===== config.mk =====
export PLATFORM = sky130hd
export DESIGN_NAME = eight_step_pattern_sequencer
export DESIGN_NICKNAME = d
export VERILOG_FILES = /design/src/design/esps_pkg.sv /design/src/design/eight_step_pattern_sequencer.sv /design/src/design/esps_div.sv
export SDC_FILE = /design/constraint.sdc
export NUM_CORES = 1
export LEC_CHECK = 0
export BUFFER_PORTS_ARGS = -buffer_cell sky130_fd_sc_hd__buf_2
export CELL_PAD_IN_SITES_DETAIL_PLACEMENT = 2
export CELL_PAD_IN_SITES_GLOBAL_PLACEMENT = 2
export CORE_ASPECT_RATIO = 1.4
export CORE_MARGIN = 2
export CORE_UTILIZATION = 38
export CTS_CLUSTER_SIZE = 20
export DETAILED_ROUTE_END_ITERATION = 8
export PLACE_DENSITY_LB_ADDON = 0.1
export SLEW_MARGIN = 20
export SYNTH_ARGS = -nofsm -noshare
export SYNTH_HDL_FRONTEND = slang
export SYNTH_SLANG_ARGS = --single-unit

===== constraint.sdc =====
create_clock -name clk -period 5.3 [get_ports clk]
set_clock_uncertainty 0.2 [all_clocks]
set_input_delay 0.265 -clock clk [delete_from_list [all_inputs] [get_ports clk]]
set_output_delay 0.265 -clock clk [all_outputs]
set_load 0.02 [all_outputs]

===== src/design/esps_pkg.sv =====
`timescale 1ns / 1ps
// ----------------------------------------------------------------------------
// esps_pkg: shared types and constants
// Beat formats, opcodes, register indexes, reset values and the sequencer
// state type of the step pattern sequencer.
// ----------------------------------------------------------------------------
package esps_pkg;

  // Opcodes
  localparam logic [1:0] OP_TICK = 2'd0;
  localparam logic [1:0] OP_ENC  = 2'd1;
  localparam logic [1:0] OP_SCAN = 2'd2;

  // Configuration register indexes
  localparam logic [1:0] REG_TEMPO_LOW  = 2'd0;
  localparam logic [1:0] REG_TEMPO_HIGH = 2'd1;
  localparam logic [1:0] REG_DIVIDEND   = 2'd2;

  // Field widths
  localparam int TEMPO_W  = 9;
  localparam int PERIOD_W = 16;
  localparam int DIVD_W   = 20;
  localparam int CFG_W    = 20;

  // Reset values
  localparam logic [TEMPO_W-1:0]  TEMPO_LOW_RST  = 9'd30;
  localparam logic [TEMPO_W-1:0]  TEMPO_HIGH_RST = 9'd300;
  localparam logic [DIVD_W-1:0]   DIVIDEND_RST   = 20'd468750;
  localparam logic [TEMPO_W-1:0]  TEMPO_RST      = 9'd120;
  localparam logic [PERIOD_W-1:0] PERIOD_RST     = 16'd3906;

  // Quadrature phases
  localparam logic [1:0] PH_00 = 2'd0;
  localparam logic [1:0] PH_01 = 2'd1;
  localparam logic [1:0] PH_10 = 2'd2;
  localparam logic [1:0] PH_11 = 2'd3;

  typedef struct packed {
    logic [1:0] opcode;
    logic       enc_a;
    logic       enc_b;
    logic [7:0] buttons_raw;
  } req_t;

  typedef struct packed {
    logic [7:0]          led_byte;
    logic                gate;
    logic [2:0]          step_index;
    logic [TEMPO_W-1:0]  tempo_now;
    logic [PERIOD_W-1:0] step_period;
  } rsp_t;

  typedef enum logic [1:0] {
    ST_IDLE,
    ST_DIV,
    ST_LOAD
  } seq_state_t;

endpackage


===== src/design/eight_step_pattern_sequencer.sv =====
`timescale 1ns / 1ps
// ----------------------------------------------------------------------------
// eight_step_pattern_sequencer: step pattern sequencer top level
// Step timer, quadrature tempo encoder, button toggles and LED readout, with
// a serial divider that works out the step period after each tempo change.
// ----------------------------------------------------------------------------
// Usage:
//   req/req_valid/req_stall take one item per beat (timer tick, encoder pin
//   change or button scan); rsp/rsp_valid/rsp_stall give back exactly one
//   result beat per request beat, in order. cfg_we/cfg_index/cfg_data write
//   tempo_low, tempo_high and period_dividend; the user must do so only while the
//   block is idle, which it does not enforce. A new dividend is picked up at the next tempo change.
// Timing:
//   Ticks, scans, opcode 3 and encoder moves outside the 00<->01 pair: result
//   registered at the accepting edge, 1 beat per cycle while the output is not stalled.
//   Encoder moves 00->01 and 01->00 run the 20-bit serial divider, one
//   quotient bit per cycle, even with the tempo pinned at a limit; req_stall
//   stays high through ST_DIV and ST_LOAD, and the result is registered from
//   ST_LOAD once the output register is free, with the new step period.
// Back-pressure and reset:
//   A result held under rsp_stall keeps its payload; a new request is taken
//   only when the output register is free or being drained. rst
//   (synchronous) returns all registers to their reset values, bar the result
//   payload and the divider datapath, which have none, and drops rsp_valid.
// ----------------------------------------------------------------------------
module eight_step_pattern_sequencer #(
  parameter int STEPS = 8
) (
  input  logic                         clk,
  input  logic                         rst,
  input  logic                         req_valid,
  output logic                         req_stall,
  input  esps_pkg::req_t               req,
  output logic                         rsp_valid,
  input  logic                         rsp_stall,
  output esps_pkg::rsp_t               rsp,
  input  logic                         cfg_we,
  input  logic [1:0]                   cfg_index,
  input  logic [esps_pkg::CFG_W-1:0]   cfg_data
);
  import esps_pkg::*;

  localparam int SW = $clog2(STEPS);

  // configuration
  logic [TEMPO_W-1:0]  tempo_low;
  logic [TEMPO_W-1:0]  tempo_high;
  logic [DIVD_W-1:0]   period_dividend;

  // sequencer state
  seq_state_t          state, state_next;
  logic [1:0]          phase, phase_next;
  logic [TEMPO_W-1:0]  tempo, tempo_next;
  logic [PERIOD_W-1:0] period;
  logic [PERIOD_W-1:0] tick_count, tick_count_next;
  logic [SW-1:0]       step, step_next;
  logic [7:0]          pattern, pattern_next;
  logic [7:0]          prev_pressed, prev_pressed_next;

  logic                accept;
  logic                out_free;
  logic                recalc;
  logic                div_start;
  logic                div_done;
  logic                load_now;
  logic [PERIOD_W-1:0] div_q;
  logic [PERIOD_W:0]   tick_inc;
  logic [4:0]          step_ext;
  logic [4:0]          step_next_ext;
  logic [7:0]          mark;
  logic [7:0]          pressed;
  logic [7:0]          scan_led;
  logic                scan_gate;
  logic                is_scan;

  assign accept   = req_valid && !req_stall;
  assign out_free = !rsp_valid || !rsp_stall;
  assign is_scan  = req.opcode == OP_SCAN;

  // ---- configuration writes
  always_ff @(posedge clk) begin
    if (rst) begin
      tempo_low       <= TEMPO_LOW_RST;
      tempo_high      <= TEMPO_HIGH_RST;
      period_dividend <= DIVIDEND_RST;
    end else if (cfg_we) begin
      case (cfg_index)
        REG_TEMPO_LOW:  tempo_low       <= cfg_data[TEMPO_W-1:0];
        REG_TEMPO_HIGH: tempo_high      <= cfg_data[TEMPO_W-1:0];
        REG_DIVIDEND:   period_dividend <= cfg_data[DIVD_W-1:0];
        default: ;
      endcase
    end
  end

  // ---- step timer: advance on a zero count, wrap once the next count passes
  // the period (compared one bit wider so a full period still wraps)
  assign tick_inc = {1'b0, tick_count} + (PERIOD_W+1)'(1);
  assign step_ext = 5'(step);

  always_comb begin
    step_next       = step;
    tick_count_next = tick_count;
    if (req.opcode == OP_TICK) begin
      if (tick_count == '0) begin
        step_next = (step == SW'(STEPS - 1)) ? '0 : step + SW'(1);
      end
      tick_count_next = (tick_inc > {1'b0, period}) ? '0 : tick_inc[PERIOD_W-1:0];
    end
  end

  assign step_next_ext = 5'(step_next);

  // ---- quadrature decoder: only the 00->01 and 01->00 moves touch tempo
  always_comb begin
    phase_next = phase;
    tempo_next = tempo;
    recalc     = 1'b0;
    if (req.opcode == OP_ENC) begin
      case (phase)
        PH_00: begin
          if (req.enc_a) begin
            phase_next = PH_10;
          end else if (req.enc_b) begin
            phase_next = PH_01;
            recalc     = 1'b1;
            if (tempo < tempo_high) tempo_next = tempo + TEMPO_W'(1);
          end
        end
        PH_01: begin
          if (req.enc_a) begin
            phase_next = PH_11;
          end else if (!req.enc_b) begin
            phase_next = PH_00;
            recalc     = 1'b1;
            if (tempo > tempo_low) tempo_next = tempo - TEMPO_W'(1);
          end
        end
        PH_10: begin
          if (!req.enc_a) phase_next = PH_00;
          else if (req.enc_b) phase_next = PH_11;
        end
        default: begin
          if (!req.enc_a) phase_next = PH_01;
          else if (!req.enc_b) phase_next = PH_10;
        end
      endcase
    end
  end

  // ---- button scan: toggle pattern bits on new presses
  assign mark      = (step_ext < 5'd8) ? (8'd1 << step_ext[2:0]) : 8'd0;
  assign pressed   = ~req.buttons_raw;
  assign scan_led  = pattern ^ mark;
  assign scan_gate = |(pattern & mark);

  always_comb begin
    pattern_next      = pattern;
    prev_pressed_next = prev_pressed;
    if (is_scan) begin
      pattern_next      = pattern ^ (pressed & ~prev_pressed);
      prev_pressed_next = pressed;
    end
  end

  // ---- period divider
  esps_div u_div (
    .clk      (clk),
    .rst      (rst),
    .start    (div_start),
    .dividend (period_dividend),
    .divisor  (tempo_next),
    .done     (div_done),
    .quotient (div_q)
  );

  // ---- sequencer
  always_comb begin
    state_next = state;
    case (state)
      ST_IDLE: if (accept && recalc) state_next = ST_DIV;
      ST_DIV:  if (div_done) state_next = ST_LOAD;
      ST_LOAD: if (out_free) state_next = ST_IDLE;
      default: state_next = ST_IDLE;
    endcase
  end

  always_comb begin
    req_stall = (state != ST_IDLE) || !out_free;
    div_start = accept && recalc;
    load_now  = (accept && !recalc) || (state == ST_LOAD && out_free);
  end

  always_ff @(posedge clk) begin
    if (rst) begin
      state        <= ST_IDLE;
      phase        <= PH_00;
      tempo        <= TEMPO_RST;
      period       <= PERIOD_RST;
      tick_count   <= '0;
      step         <= '0;
      pattern      <= '0;
      prev_pressed <= '0;
    end else begin
      state <= state_next;
      if (accept) begin
        phase        <= phase_next;
        tempo        <= tempo_next;
        tick_count   <= tick_count_next;
        step         <= step_next;
        pattern      <= pattern_next;
        prev_pressed <= prev_pressed_next;
      end
      if (div_done) period <= div_q;
    end
  end

  // ---- output register
  always_ff @(posedge clk) begin
    if (rst) begin
      rsp_valid <= 1'b0;
    end else if (load_now) begin
      rsp_valid <= 1'b1;
    end else if (!rsp_stall) begin
      rsp_valid <= 1'b0;
    end
  end

  always_ff @(posedge clk) begin
    if (load_now) begin
      if (accept) begin
        rsp.led_byte    <= is_scan ? scan_led : 8'd0;
        rsp.gate        <= is_scan && scan_gate;
        rsp.step_index  <= step_next_ext[2:0];
        rsp.tempo_now   <= tempo_next;
        rsp.step_period <= period;
      end else begin
        rsp.led_byte    <= 8'd0;
        rsp.gate        <= 1'b0;
        rsp.step_index  <= step_ext[2:0];
        rsp.tempo_now   <= tempo;
        rsp.step_period <= period;
      end
    end
  end

  // ---- checks
  a_div_done_in_div: assert property (@(posedge clk) disable iff (rst)
    div_done |-> state == ST_DIV)
    else $error("divider finished outside of a divide");

  a_step_range: assert property (@(posedge clk) disable iff (rst)
    5'(step) <= 5'(STEPS - 1))
    else $error("step beyond the last step");

  a_rsp_source: assert property (@(posedge clk) disable iff (rst)
    $rose(rsp_valid) |-> $past(state == ST_LOAD || (accept && !recalc)))
    else $error("result raised without an item behind it");

  a_no_accept_busy: assert property (@(posedge clk) disable iff (rst)
    state == ST_DIV |-> !accept && !div_start)
    else $error("item taken while the divider runs");

endmodule


===== src/design/esps_div.sv =====
`timescale 1ns / 1ps
// ----------------------------------------------------------------------------
// esps_div: serial period divider
// Restoring divider, one quotient bit per cycle; quotient saturates at the
// period width. A zero divisor yields an all-ones quotient, hence saturation.
// ----------------------------------------------------------------------------
module esps_div (
  input  logic                           clk,
  input  logic                           rst,
  input  logic                           start,
  input  logic [esps_pkg::DIVD_W-1:0]    dividend,
  input  logic [esps_pkg::TEMPO_W-1:0]   divisor,
  output logic                           done,
  output logic [esps_pkg::PERIOD_W-1:0]  quotient
);
  import esps_pkg::*;

  localparam int CNT_W = $clog2(DIVD_W);

  logic                 busy;
  logic [CNT_W-1:0]     cnt;
  logic [DIVD_W-1:0]    num;
  logic [DIVD_W-1:0]    quo;
  logic [TEMPO_W-1:0]   rem;
  logic [TEMPO_W-1:0]   dsr;
  logic [TEMPO_W:0]     trial;
  logic                 fits;

  assign trial = {rem, num[DIVD_W-1]};
  assign fits  = trial >= {1'b0, dsr};

  always_ff @(posedge clk) begin
    if (rst) begin
      busy <= 1'b0;
      done <= 1'b0;
      cnt  <= '0;
    end else begin
      done <= 1'b0;
      if (start) begin
        busy <= 1'b1;
        cnt  <= '0;
      end else if (busy) begin
        cnt <= cnt + CNT_W'(1);
        if (cnt == CNT_W'(DIVD_W - 1)) begin
          busy <= 1'b0;
          done <= 1'b1;
        end
      end
    end
  end

  always_ff @(posedge clk) begin
    if (start) begin
      num <= dividend;
      dsr <= divisor;
      rem <= '0;
      quo <= '0;
    end else if (busy) begin
      num <= {num[DIVD_W-2:0], 1'b0};
      quo <= {quo[DIVD_W-2:0], fits};
      rem <= fits ? TEMPO_W'(trial - {1'b0, dsr}) : trial[TEMPO_W-1:0];
    end
  end

  // saturate when any bit above the period width is set
  assign quotient = (|quo[DIVD_W-1:PERIOD_W]) ? {PERIOD_W{1'b1}} : quo[PERIOD_W-1:0];

endmodule

# Yosys cells after proc, flatten, opt, wreduce, memory -nomap -nowiden
# Cells that the tools add are included.
# totals
input_bits	39
word_cells	135
out_inout_bits	39
register_bits	205
# classes
n_lt_le_gt_ge	5
eq_ne	18
bitwise_logic	7
n_addsub	6
shifts	1
mux	43
reduce_logical	31
# op_table
op	n
2-to-1 mux 9 bit	8
2-to-1 mux 20 bit	2
2-to-1 mux 16 bit	2
2-to-1 mux 28 bit	1
2-to-1 mux 2 bit	11
case mux 9 bit (2 select lines)	1
adder 16 x 1 -> 17 bit, second input constant	1
greater-than comparator 17 x 16 -> 1 bit	1
AND 8 bit	2
logical NOT 16 bit	1
inverter 8 bit	2
bitwise XOR 8 bit	2
case mux 2 bit (3 select lines)	2
2-to-1 mux 1 bit	11
greater-or-equal comparator 10 x 9 -> 1 bit	1
AND reduction 2 bit	5
adder 9 x 1 -> 9 bit, second input constant	1
greater-than comparator 9 bit	1
< comparator 9 bit	1
2-to-1 mux 3 bit	3
inequality test 3 bit, second input constant	3
subtractor 9 x 1 -> 9 bit, second input constant	1
subtractor 9 bit	1
== test 2 x 1 -> 1 bit, second input constant	4
other kinds (24)	43

# Logic depth before layout (Yosys ltp)
# Gate-level depths: netlist of the first run.
# logic_depth
depth_word	9
depth_mapped	16
ltp_nobuf	14

# Modules after synthesis
# From an unflattened synthesis of the first run, not the netlist that was laid out.
# unflattened
hier_cells	1097
hier_area_um2	10516.3
# by_module_without_submodules
module	seq_area_each_um2	instances	area_each_um2	cells_per_inst
eight_step_pattern_sequencer	3173.0	1	7433.4	820
esps_div	1591.5	1	3083.0	277

# Worst setup path before layout of the first run
# OpenSTA, ideal clock, no wires.
# synth_timing
kind	flip-flop to flip-flop
from	reg phase[1]
to	reg rsp[0] (netlist name) (enable)
t_arrival_ns	3.885
t_required_ns	4.610
setup_ns	0.490
path_stages_with_launch	8
path_buffers	1
setup_slack_ns	0.724
synth_period_minus_slack_ns	4.576
path_cell_list	dfxtp_1 inv_1 ha_1 clkbuf_1 mux2i_1 or3_1 a21oi_1 a211oi_1
# synth_between
elab_chain_cells	6
word_cells_on_any_way	7
classes_between	eq/ne: 1; mux: 2; reduce/logical: 4
# synth_rtl
item	line	text
from (decl)	eight_step_pattern_sequencer.sv:52	logic [1:0] phase, phase_next;
from (signal assigned)	eight_step_pattern_sequencer.sv:207	phase <= phase_next;
== test 2 x 1 -> 1 bit or logical NOT 2 bit (tied branches)	eight_step_pattern_sequencer.sv:120	case (phase)
case mux 1 bit (2 select lines) *	eight_step_pattern_sequencer.sv:120	
2-to-1 mux 1 bit *	eight_step_pattern_sequencer.sv:119	if (req.opcode == OP_ENC) begin
logical NOT 1 bit *	eight_step_pattern_sequencer.sv:191	load_now = (accept && !recalc) || (state == ST_LOAD && out_free);
logical AND 1 bit *	eight_step_pattern_sequencer.sv:191	
logical OR 1 bit *	eight_step_pattern_sequencer.sv:191	
via load_now	eight_step_pattern_sequencer.sv:65	logic load_now;
to (decl)	eight_step_pattern_sequencer.sv:36	output esps_pkg::rsp_t rsp,
# Mark *: on every way through the listed nets, which the timed path passes. The rest lies on a longest branch.
# A chain may end at the register's enable or synchronous reset.

# Worst setup path in the final report of the first run
# layout_timing
from	reg tick_count[0]
to	reg tick_count[6]
# layout_between
elab_chain_cells	3
# layout_rtl
item	line	text
from (decl)	eight_step_pattern_sequencer.sv:55	logic [PERIOD_W-1:0] tick_count, tick_count_next;
from (signal assigned)	eight_step_pattern_sequencer.sv:209	tick_count <= tick_count_next;
adder 16 x 1 -> 17 bit *	eight_step_pattern_sequencer.sv:98	assign tick_inc = {1'b0, tick_count} + (PERIOD_W+1)'(1);
greater-than comparator 17 x 16 -> 1 bit	eight_step_pattern_sequencer.sv:108	tick_count_next = (tick_inc > {1'b0, period}) ? '0 : tick_inc[PERIOD_W-1:0];
2-to-1 mux 16 bit *	eight_step_pattern_sequencer.sv:108	
# Mark *: on every way between the ends. The rest lies on a longest branch, timed or not.

==> results of run 1 <==
[worst max-delay path by stage]
stage	from	endpoint	slack (ns)	cells after the start
floorplan	phase[1]$_SDFFE_PP0P_	rsp[0]$_DFFE_PP_	0.72	7
global placement	tick_count[0]$_SDFFE_PP0P_	tick_count[5]$_SDFFE_PP0P_	1.26	13
detailed placement	tick_count[0]$_SDFFE_PP0P_	tick_count[6]$_SDFFE_PP0P_	1.04	13
CTS	tick_count[0]$_SDFFE_PP0P_	tick_count[6]$_SDFFE_PP0P_	1.03	13
global route	tick_count[0]$_SDFFE_PP0P_	tick_count[10]$_SDFFE_PP0P_	0.66	13
finish	tick_count[0]$_SDFFE_PP0P_	tick_count[6]$_SDFFE_PP0P_	1.07	13
[cell usage after synthesis (all sizes together), types with 19 or more instances]
master / n / area share (%)
inv: 60 / 2.3
xnor2: 19 / 1.7
dfxtp: 139 / 28
a21oi: 55 / 2.8
edfxtp: 66 / 20
nand3: 34 / 1.7
clkbuf: 40 / 1.5
mux2i: 31 / 3.1
ha: 64 / 8.1
nor2: 89 / 3.4
nor3: 21 / 1.1
o21ai: 30 / 1.5
nand2: 168 / 6.4
[sequential cells by signal, summed over array words and instances, names as in the netlist, 16 cells and up]
name             count
u_div.quo           20
tick_count          16
period              16
u_div.num           20
rsp                 37
period_dividend     20
[logic make-up (layout without fill, tap and decap cells)]
logic type | after synthesis | in the layout | synth area share [%]
XOR/XNOR | 31 | 31 | 2.73
multiplexers | 32 | 32 | 3.24
other | 0 | 1 | 0
AO/OA/AOI/OAI | 211 | 211 | 14.5
adder cells (fa/ha/maj) | 65 | 65 | 8.26
flip-flops | 205 | 205 | 47.9
buffers and inverters | 114 | 218 | 4.47
AND/OR/NAND/NOR | 406 | 406 | 18.8
[critical path, delay by kind of cell, from the launching register on]
kind | cells | cell delay (ns)
AOI/OAI and AO/OA | 4 | 0.60
adders and majority gates | 2 | 0.57
DFF | 1 | 0.43
xor gates and xnor gates | 1 | 0.16
and+or+nand+nor | 6 | 2.22
[power by group]
group	switching, mW	internal [mW]	total (mW)
clock	0.646	0.927	1.57
combinational	0.363	0.261	0.624
sequential	0.115	1.78	1.89
[area by class of cell]
cell class	instances	area, um^2	share of cell area, %
flip-flops and latches	205	4770	40.9
multi-input cells	745	4750	40.8
repair buffers	115	751	6.45
clock buffers	33	673	5.78
well taps	324	405	3.48
inverters	61	229	1.97
clock inverters	9	68.8	0.591
diodes	1	2.50	0.0215
[stage by stage]
step	hold slack, ns	area, um^2	worst slack (ns)	util [%]	total power [mW]
global placement	0.243	10600	1.26	40.8	2.50
finish	0.0140	11600	1.07	44.9	4.09
CTS	0.0207	11600	1.03	44.9	4.15
detailed placement	0.251	10600	1.04	40.8	2.54
floorplan	0.161	9940	0.724	-	2.33
global route	0.0231	11600	0.659	44.9	4.32
[layer usage]
layer  vias up  routed length (um)
met5         -                   0
met4         0                 880
met3        52                 805
met2       120               15200
met1      3996               11800
li1       3937                   -
==> impl_metrics.env, run 1 <==
export IMPL_outcome="finished, final reports clean"
export IMPL_total_leakage_power_nw=4.83
export IMPL_timing_hold_worst_class="in -> reg"
export IMPL_final_common_cell="sky130_fd_sc_hd__nand2_1"
export IMPL_antenna_found_initial=1
export IMPL_timing_rr_start="tick_count[0]$_SDFFE_PP0P_"
export IMPL_synthesis_area_per_instance_um2=9.34
export IMPL_worstPathRequired_ns=5.57
export IMPL_worst_slew_pin_slew_ns=1.02
export IMPL_cts_num_sinks=205
export IMPL_first_global_vias=8751
export IMPL_ant_nets=0
export IMPL_number_of_endpoints_failing_setup_at_the_final_stage=0
export IMPL_routed_wirelength_mm=28.7
export IMPL_first_pass_iters=4
export IMPL_syn_cell_area_mm2=0.00994
export IMPL_area_growth_synth_to_final_pct=17.2
export IMPL_worst_setup_path_end_kind="register"
export IMPL_initial_cell_density_of_the_core_pct=38.3
export IMPL_cts_bufs_inserted=23
export IMPL_clockRootBuffer="sky130_fd_sc_hd__clkbuf_16"
export IMPL_worst_skew_pair_latency_ns=0.53
export IMPL_globalRouteMet1Util_pct=24.7
export IMPL_worstPathMaxFanout=11
export IMPL_hold_buffers=31
export IMPL_final_clock_period_utilization_by_the_worst_path_pct=79.9
export IMPL_nNetsFinal=1255
export IMPL_path_common_cell="sky130_fd_sc_hd__nand3_1"
export IMPL_grt_pass1_wl_mm=47.0
export IMPL_max_cap_viol_count=0
export IMPL_overall_die_area_mm2=0.0275
export IMPL_drc=0
export IMPL_groute_layer_met2_usage_pct=39.6
export IMPL_capture_endpoint_of_the_worst_hold_path="tempo_low[2]$_SDFFE_PP1P_"
export IMPL_final_cell_count_no_fill=1493
export IMPL_clockBufferDepth=3
export IMPL_grt_most_used_layer="met2"
export IMPL_post_cts_buffers=0
export IMPL_die_width_um=141
export IMPL_nFillCells=2817
export IMPL_timing_final_hold_violations=0
export IMPL_global_route_total_overflow=0
export IMPL_synth_seq_area_share_pct=47.9
export IMPL_synthFlopType="sky130_fd_sc_hd__dfxtp_1"
export IMPL_clkTransAtPathRegs_ns=0.06
export IMPL_globalRouteTotalUtil_pct=21.1
export IMPL_post_route_cells_drive_above_1_share_pct=12.3
export IMPL_syn_warnings=0
export IMPL_vdd_ir_drop_worst_v=0.000225
export IMPL_critical_path_arrival_ns=4.51
export IMPL_worst_path_max_delay_cell="sky130_fd_sc_hd__nor2_1"
export IMPL_syn_inst=1064
export IMPL_met3_usage_pct=2.40
export IMPL_holdPathStages=3
export IMPL_setup_reg_to_reg_worst_slack_ns=1.07
export IMPL_timing_reg2reg_worst_path_depth=13
export IMPL_dpl_cell_count=1418
export IMPL_synth_edff_count=66
export IMPL_cts_resized_gates=0
export IMPL_drt_iter0_drcs=274
export IMPL_synth_async_sr_flop_share_pct=0
export IMPL_post_route_min_period_ns=4.23
export IMPL_hold_start="cfg_index[1]"
export IMPL_setup_repair_after_global_routing_missed_its_margin="false"
export IMPL_placement_io_buffers=77
export IMPL_std_cell_rows=70
export IMPL_synth_fp_nets=1168
export IMPL_slew_limit_headroom_pct=31.8
export IMPL_regToRegEndpoint="tick_count[6]$_SDFFE_PP0P_"
export IMPL_drv_slew=0
export IMPL_number_of_vias_per_cell_after_detailed_routing=5.43
export IMPL_power_density_cell_area_mw_per_mm2=351
export IMPL_tritoncts_clock_tree="yes"
export IMPL_timing_setup_critical_path_class="reg -> reg"
export IMPL_design_core_area_mm2=0.0259
export IMPL_post_detail_place_hpwl_mm=20.2
export IMPL_yosysUniqueCellTypes=67
export IMPL_io_pins=78
export IMPL_route_detailed_wl_per_inst_um=19.2
export IMPL_fmaxAchievable_mhz=236
export IMPL_dieHeight_um=195
export IMPL_grt_max_degree=55
export IMPL_crit_chain="ha_1, nand3_1, nor4_1, nand3_1, xnor2_1, ha_1, nand3_1, nor4_1, o2bb2ai_1, a31oi_1, nor2_1, a21o_1, a21o_1"
export IMPL_cts_htree_levels=1
export IMPL_ys_ff_latch=205
export IMPL_finalWeightedCongestion=0.822
export IMPL_worst_setup_path_start_kind="register"
export IMPL_setup_tns_final_ns=0
export IMPL_vias=8105
export IMPL_critPathMaxStageDelay_ns=0.76
export IMPL_most_common_layout_cells="167 x sky130_fd_sc_hd__nand2_1, 138 x sky130_fd_sc_hd__dfxtp_1, 89 x sky130_fd_sc_hd__nor2_1"
Power figures use the tool's default switching activity.
==> inputs of run 2 (changes only) <==
--- a/config.mk
+++ b/config.mk
@@ -5,12 +5,13 @@
 export SDC_FILE = /design/constraint.sdc
 export NUM_CORES = 1
 export LEC_CHECK = 0
+export ABC_AREA = 1
 export BUFFER_PORTS_ARGS = -buffer_cell sky130_fd_sc_hd__buf_2
 export CELL_PAD_IN_SITES_DETAIL_PLACEMENT = 2
 export CELL_PAD_IN_SITES_GLOBAL_PLACEMENT = 2
 export CORE_ASPECT_RATIO = 1.4
 export CORE_MARGIN = 2
-export CORE_UTILIZATION = 38
+export CORE_UTILIZATION = 33
 export CTS_CLUSTER_SIZE = 20
 export DETAILED_ROUTE_END_ITERATION = 8
 export PLACE_DENSITY_LB_ADDON = 0.1
==> constraint.sdc (replaced) <==
create_clock -name clk -period 3.85 [get_ports clk]
set_clock_uncertainty 0.2 [all_clocks]
set_input_delay 0.1925 -clock clk [delete_from_list [all_inputs] [get_ports clk]]
set_output_delay 0.1925 -clock clk [all_outputs]
set_load 0.02 [all_outputs]
==> impl_metrics.env, run 2 <==
export IMPL_slew_limit_headroom_pct=46.0
export IMPL_timing_setup_critical_path_class="reg -> reg"
export IMPL_synthesis_area_per_instance_um2=8.19
export IMPL_area_growth_synth_to_final_pct=20.3
export IMPL_die_width_um=152
export IMPL_vdd_ir_drop_worst_v=0.000386
export IMPL_number_of_vias_per_cell_after_detailed_routing=4.99
export IMPL_crit_chain="ha_1, nand3_2, nor3_4, nand4_2, nor2_4, nand3_1, xor2_1, inv_2, ha_1, a21oi_1, o21ai_0, a21oi_1, nand2_1, nand2_1, nand2_1, nand2_1, nand2_1, nand2_1, buf_6, nand3_1, a21oi_1"
export IMPL_grt_max_degree=41
export IMPL_routed_wirelength_mm=31.5
export IMPL_ys_ff_latch=205
export IMPL_timing_reg2reg_worst_path_depth=21
export IMPL_syn_warnings=0
export IMPL_worst_path_max_delay_cell="sky130_fd_sc_hd__dfxtp_1"
export IMPL_timing_final_hold_violations=0
export IMPL_grt_most_used_layer="met2"
export IMPL_worstPathRequired_ns=4.11
export IMPL_std_cell_rows=76
export IMPL_post_detail_place_hpwl_mm=22.5
export IMPL_top_register="rsp"
export IMPL_io_pins=78
export IMPL_tritoncts_clock_tree="yes"
export IMPL_largest_register_ffs=37
export IMPL_drv_slew=0
export IMPL_ant_nets=0
export IMPL_timing_hold_worst_class="in -> reg"
export IMPL_synth_top_cell_area_share_pct=27.4
export IMPL_clockBufferDepth=3
export IMPL_finalWeightedCongestion=0.777
export IMPL_globalRouteTotalUtil_pct=20.0
export IMPL_most_common_layout_cells="299 x sky130_fd_sc_hd__nand2_1, 162 x sky130_fd_sc_hd__inv_1, 139 x sky130_fd_sc_hd__dfxtp_1"
export IMPL_number_of_endpoints_failing_setup_at_the_final_stage=0
export IMPL_clkTransAtPathRegs_ns=0.06
export IMPL_syn_inst=1240
export IMPL_vias=8793
export IMPL_design_core_area_mm2=0.0305
export IMPL_worstPathMaxFanout=16
export IMPL_holdPathStages=3
export IMPL_post_cts_buffers=0
export IMPL_post_route_cells_drive_above_1_share_pct=13.6
export IMPL_synth_edff_count=66
export IMPL_worst_slew_pin_slew_ns=0.809
export IMPL_drc=0
export IMPL_post_synth_top_count_cell="sky130_fd_sc_hd__nand2_1"
export IMPL_top_cells_by_area_synth="sky130_fd_sc_hd__dfxtp_1 27%, sky130_fd_sc_hd__edfxtp_1 20%, sky130_fd_sc_hd__nand2_1 11%"
export IMPL_nNetsFinal=1460
export IMPL_global_route_total_overflow=0
export IMPL_grt_pass1_wl_mm=51.6
export IMPL_cts_num_sinks=205
export IMPL_dieHeight_um=212
export IMPL_clockRootBuffer="sky130_fd_sc_hd__clkbuf_16"
export IMPL_globalRouteMet1Util_pct=22.0
export IMPL_final_common_cell="sky130_fd_sc_hd__nand2_1"
export IMPL_setup_repair_after_global_routing_missed_its_margin="false"
export IMPL_num_antenna_cells=0
export IMPL_cts_htree_levels=1
export IMPL_synthFlopType="sky130_fd_sc_hd__dfxtp_1"
export IMPL_path_common_cell="sky130_fd_sc_hd__nand2_1"
export IMPL_critical_path_arrival_ns=3.66
export IMPL_max_cap_viol_count=0
export IMPL_fmaxAchievable_mhz=294
export IMPL_syn_cell_area_mm2=0.0102
export IMPL_cts_bufs_inserted=23
export IMPL_met3_usage_pct=2.03
export IMPL_first_global_vias=9679
export IMPL_power_density_cell_area_mw_per_mm2=486
export IMPL_route_detailed_wl_per_inst_um=17.9
export IMPL_synth_seq_area_share_pct=46.9
export IMPL_antenna_found_initial=0
export IMPL_setup_tns_final_ns=0
export IMPL_worst_setup_path_end_kind="register"
export IMPL_final_clock_period_utilization_by_the_worst_path_pct=88.3
export IMPL_synth_async_sr_flop_share_pct=0
export IMPL_total_leakage_power_nw=5.40
export IMPL_overall_die_area_mm2=0.0322
export IMPL_placement_io_buffers=77
export IMPL_power_total_mw=5.94
export IMPL_yosys_area_top_type="sky130_fd_sc_hd__dfxtp_1"
export IMPL_worst_skew_pair_latency_ns=0.54
export IMPL_first_pass_iters=4
export IMPL_synth_top_cells_by_count="299 x sky130_fd_sc_hd__nand2_1, 163 x sky130_fd_sc_hd__inv_1, 139 x sky130_fd_sc_hd__dfxtp_1, 81 x sky130_fd_sc_hd__nand3_1, 77 x sky130_fd_sc_hd__nor2_1"
export IMPL_worst_setup_path_start_kind="register"
export IMPL_groute_layer_met2_usage_pct=40.0
export IMPL_post_route_min_period_ns=3.40
export IMPL_drt_iter0_drcs=231
export IMPL_initial_cell_density_of_the_core_pct=33.3
export IMPL_critPathMaxStageDelay_ns=0.40
export IMPL_outcome="finished, final reports clean"
export IMPL_synth_fp_nets=1344
export IMPL_yosysUniqueCellTypes=46
-- run 2: cell types whose count changed after synthesis, sizes merged, moves of 16 or more --
cell,delta
mux2i,-31
inv,+119
nand2,+132
o22ai,+16
nand3,+60
a211oi,-16
and2,-16
o21ai,+26
and3,-16
-- run 2: cell type report --
type	count	area, um^2
well taps	390	488
fillers	3500	18300
repair buffers	132	897
inverters	182	683
clock buffers	30	642
multi-input cells	812	4540
clock inverters	12	198
flip-flops and latches	205	4760
-- run 2: layer usage --
metal  up-vias  part of all wire (%)
li1       4305                     -
met1      4350                    40
met2        93                    56
met3        45                   2.0
met4         0                   2.3
met5         -                     0
-- run 2: what timing repair did --
action / in CTS / in global routing
hold endpoints to repair: 55 / 0
hold buffers: 38 / 0
setup endpoints to repair: 0 / 1
gates resized for setup: 0 / 1
-- run 2: worst paths after layout --
kind	slack (ns)	end	start
max reg2reg	0.45	tick_count[3]$_SDFFE_PP0P_	tick_count[0]$_SDFFE_PP0P_
min reg2reg	0.24	rsp[2]$_DFFE_PP_	period[2]$_SDFFE_PP0P_
min	0.05	period[6]$_SDFFE_PP1P_	rst
max	0.45	tick_count[3]$_SDFFE_PP0P_	tick_count[0]$_SDFFE_PP0P_
-- run 2: power by group --
group | switching (mW) | total, mW | internal, mW | leakage, nW
Combinational | 0.610 | 0.950 | 0.340 | 3.24
Clock | 0.945 | 2.46 | 1.51 | 0.415
Sequential | 0.106 | 2.53 | 2.42 | 1.74
Total | 1.66 | 5.94 | 4.28 | 5.40
-- run 2: stage by stage --
step	cell area [um^2]	std cells	hold slack (ns)	utilization [%]	worst slack, ns
after detailed placement	11000	1683	0.213	36.0	0.354
after global routing	12200	1763	0.0823	40.0	0.0479
final	12200	1763	0.0466	40.0	0.450
after global placement	11000	1683	0.208	36.0	0.515
after floorplan	10200	1240	0.119	-	0.727
after CTS	12200	1763	0.0149	40.0	0.312
-- run 2: cell families after synthesis --
group | synth area share (%)
and+or+nand+nor | 23.9
buffers and inverters | 8.50
DFF | 46.9
AOI/OAI and AO/OA | 10.7
adders and majority gates | 8.08
xor gates and xnor gates | 1.90
-- run 2: worst max-delay path, delay by kind of cell, from the launching register on --
family	cells	cell delay, ns
compound gates	4	0.51
xor+xnor	1	0.18
fa+ha+maj	2	0.54
buf+inv	2	0.28
flops	1	0.40
simple gates	12	1.18
==> inputs of run 3 (changes only) <==
--- a/config.mk
+++ b/config.mk
@@ -9,7 +9,7 @@
 export BUFFER_PORTS_ARGS = -buffer_cell sky130_fd_sc_hd__buf_2
 export CELL_PAD_IN_SITES_DETAIL_PLACEMENT = 2
 export CELL_PAD_IN_SITES_GLOBAL_PLACEMENT = 2
-export CORE_ASPECT_RATIO = 1.4
+export CORE_ASPECT_RATIO = 2
 export CORE_MARGIN = 2
 export CORE_UTILIZATION = 33
 export CTS_CLUSTER_SIZE = 20
==> impl_metrics.env, run 3 (synthesized netlist as in run 2, its figures left out) <==
export IMPL_design_core_area_mm2=0.0302
export IMPL_die_width_um=128
export IMPL_vias=8785
export IMPL_critical_path_arrival_ns=3.71
export IMPL_nNetsFinal=1463
export IMPL_number_of_endpoints_failing_setup_at_the_final_stage=0
export IMPL_final_cell_count_no_fill=1743
export IMPL_most_common_layout_cells="299 x sky130_fd_sc_hd__nand2_1, 162 x sky130_fd_sc_hd__inv_1, 139 x sky130_fd_sc_hd__dfxtp_1"
export IMPL_holdPathStages=3
export IMPL_max_cap_viol_count=0
export IMPL_worst_skew_pair_latency_ns=0.53
export IMPL_final_common_cell="sky130_fd_sc_hd__nand2_1"
export IMPL_top_register="rsp"
export IMPL_slew_limit_headroom_pct=33.4
export IMPL_cts_htree_levels=1
export IMPL_worst_setup_path_end_kind="register"
export IMPL_overall_die_area_mm2=0.0323
export IMPL_post_route_cells_drive_above_1_share_pct=13.2
export IMPL_worst_setup_path_start_kind="register"
export IMPL_drt_iter0_drcs=239
export IMPL_worstPathRequired_ns=4.10
export IMPL_clkTransAtPathRegs_ns=0.06
export IMPL_clockRootBuffer="sky130_fd_sc_hd__clkbuf_16"
export IMPL_ant_nets=0
export IMPL_vdd_ir_drop_worst_v=0.000301
export IMPL_final_seq_area_mm2=0.00476
export IMPL_final_clock_period_utilization_by_the_worst_path_pct=90.1
export IMPL_cts_num_sinks=205
export IMPL_area_growth_synth_to_final_pct=19.0
export IMPL_finish_instance_area_mm2=0.0121
export IMPL_post_route_min_period_ns=3.47
export IMPL_post_cts_buffers=0
export IMPL_worst_slew_pin_slew_ns=0.996
export IMPL_timing_rr_start="tick_count[0]$_SDFFE_PP0P_"
export IMPL_first_pass_iters=4
export IMPL_drc=0
export IMPL_timing_hold_worst_class="in -> reg"
export IMPL_global_route_total_overflow=0
export IMPL_cts_resized_gates=0
export IMPL_regToRegEndpoint="tick_count[2]$_SDFFE_PP0P_"
export IMPL_outcome="finished, final reports clean"
export IMPL_fmaxAchievable_mhz=288
export IMPL_grt_pass1_wl_mm=52.3
export IMPL_nFillCells=3440
export IMPL_largest_register_ffs=37
export IMPL_std_cell_rows=90
export IMPL_dieHeight_um=252
export IMPL_antenna_found_initial=0
export IMPL_placement_io_buffers=77
export IMPL_io_pins=78
export IMPL_timing_reg2reg_worst_path_depth=21
export IMPL_routed_wirelength_mm=32.6
export IMPL_total_leakage_power_nw=5.33
export IMPL_setup_repair_after_global_routing_missed_its_margin="false"
export IMPL_area_of_the_multi_input_gates_mm2=0.00454
export IMPL_route_detailed_wl_per_inst_um=18.7
export IMPL_finalWeightedCongestion=0.827
export IMPL_capture_endpoint_of_the_worst_hold_path="step[2]$_SDFFE_PP0P_"
export IMPL_post_detail_place_hpwl_mm=24.7
export IMPL_cts_bufs_inserted=21
export IMPL_globalRouteTotalUtil_pct=20.7
export IMPL_setup_reg_to_reg_worst_slack_ns=0.38
export IMPL_hold_buffers=40
export IMPL_timing_final_hold_violations=0
export IMPL_dpl_cell_count=1664
export IMPL_power_total_mw=5.51
export IMPL_clockBufferDepth=3
export IMPL_number_of_vias_per_cell_after_detailed_routing=5.04
export IMPL_first_global_vias=9869
export IMPL_tritoncts_clock_tree="yes"
export IMPL_drv_slew=0
export IMPL_hold_start="rst"
export IMPL_timing_setup_critical_path_class="reg -> reg"
export IMPL_grt_max_degree=44
export IMPL_setup_tns_final_ns=0
export IMPL_power_density_cell_area_mw_per_mm2=456
export IMPL_worstPathMaxFanout=16
export IMPL_initial_cell_density_of_the_core_pct=33.6
export IMPL_placed_inst_area_mm2=0.0110
run 3: cell types whose count changed in the layout (fill, tap and decap cells not counted), sizes merged:
cell | before | now
dlygate4sd3 | 38 | 40
clkinv | 9 | 6
bufinv | 5 | 1
inv | 180 | 181
diode | 0 | 1
buf | 94 | 97
clkinvlp | 0 | 2
run 3: layer usage:
metal	routed length (um)	vias up	track usage (%)	part of all wire (%)
met1	11200	4336	19.6	34
met4	988	0	6.81	3.0
met2	19800	98	44.3	61
met5	0	-	0	0
li1	-	4306	-	-
met3	667	45	1.89	2.0
run 3: final cells by class:
class | instances | share of cell area [%]
Sequential cell | 205 | 39.5
Multi-Input combinational cell | 812 | 37.6
Timing Repair Buffer | 137 | 8.06
Inverter | 182 | 5.66
Clock buffer | 30 | 4.80
Tap cell | 368 | 3.81
Clock inverter | 8 | 0.601
Antenna cell | 1 | 0.0207
run 3: power by group:
group	internal [mW]	total, mW	leakage, nW	switching (mW)
registers	2.42	2.52	1.74	0.100
clock network	1.12	2.00	0.312	0.885
logic	0.348	0.986	3.28	0.638
total	3.89	5.51	5.33	1.62
run 3: worst max-delay path, stage by stage (launching register included):
cell,delay (ns)
sky130_fd_sc_hd__dfxtp_1,0.42
sky130_fd_sc_hd__ha_1,0.26
sky130_fd_sc_hd__nand3_2,0.13
sky130_fd_sc_hd__nor3_4,0.22
sky130_fd_sc_hd__nand4_2,0.18
sky130_fd_sc_hd__nor2_4,0.16
sky130_fd_sc_hd__nand3_1,0.09
sky130_fd_sc_hd__xor2_1,0.18
sky130_fd_sc_hd__inv_2,0.07
sky130_fd_sc_hd__ha_1,0.31
sky130_fd_sc_hd__a21oi_1,0.12
sky130_fd_sc_hd__o21ai_0,0.11
sky130_fd_sc_hd__a21oi_1,0.15
sky130_fd_sc_hd__nand2_1,0.07
sky130_fd_sc_hd__nand2_1,0.05
sky130_fd_sc_hd__nand2_1,0.05
sky130_fd_sc_hd__nand2_1,0.06
sky130_fd_sc_hd__nand2_1,0.05
sky130_fd_sc_hd__nand2_1,0.10
sky130_fd_sc_hd__buf_12,0.17
sky130_fd_sc_hd__nand3_1,0.08
sky130_fd_sc_hd__a21oi_1,0.15
run 3: worst max path at each step:
stage	start	to	slack (ns)	depth (start not counted)
5_1_grt	tick_count[0]$_SDFFE_PP0P_	tick_count[1]$_SDFFE_PP0P_	0.07	21
3_3_place_gp	tick_count[0]$_SDFFE_PP0P_	tick_count[11]$_SDFFE_PP0P_	0.53	21
3_5_place_dp	tick_count[0]$_SDFFE_PP0P_	tick_count[15]$_SDFFE_PP0P_	0.40	21
2_1_floorplan	tick_count[0]$_SDFFE_PP0P_	tick_count[10]$_SDFFE_PP0P_	0.73	21
4_1_cts	tick_count[0]$_SDFFE_PP0P_	tick_count[2]$_SDFFE_PP0P_	0.31	21
6_report	tick_count[0]$_SDFFE_PP0P_	tick_count[2]$_SDFFE_PP0P_	0.38	21
run 3: per-stage QoR:
step / hold slack [ns] / utilization (%) / setup WS [ns]
floorplan: 0.119 / - / 0.727
global placement: 0.209 / 36.5 / 0.528
detailed placement: 0.218 / 36.5 / 0.404
CTS: 0.0990 / 40.0 / 0.310
global route: 0.129 / 40.0 / 0.0696
finish: 0.105 / 40.0 / 0.381
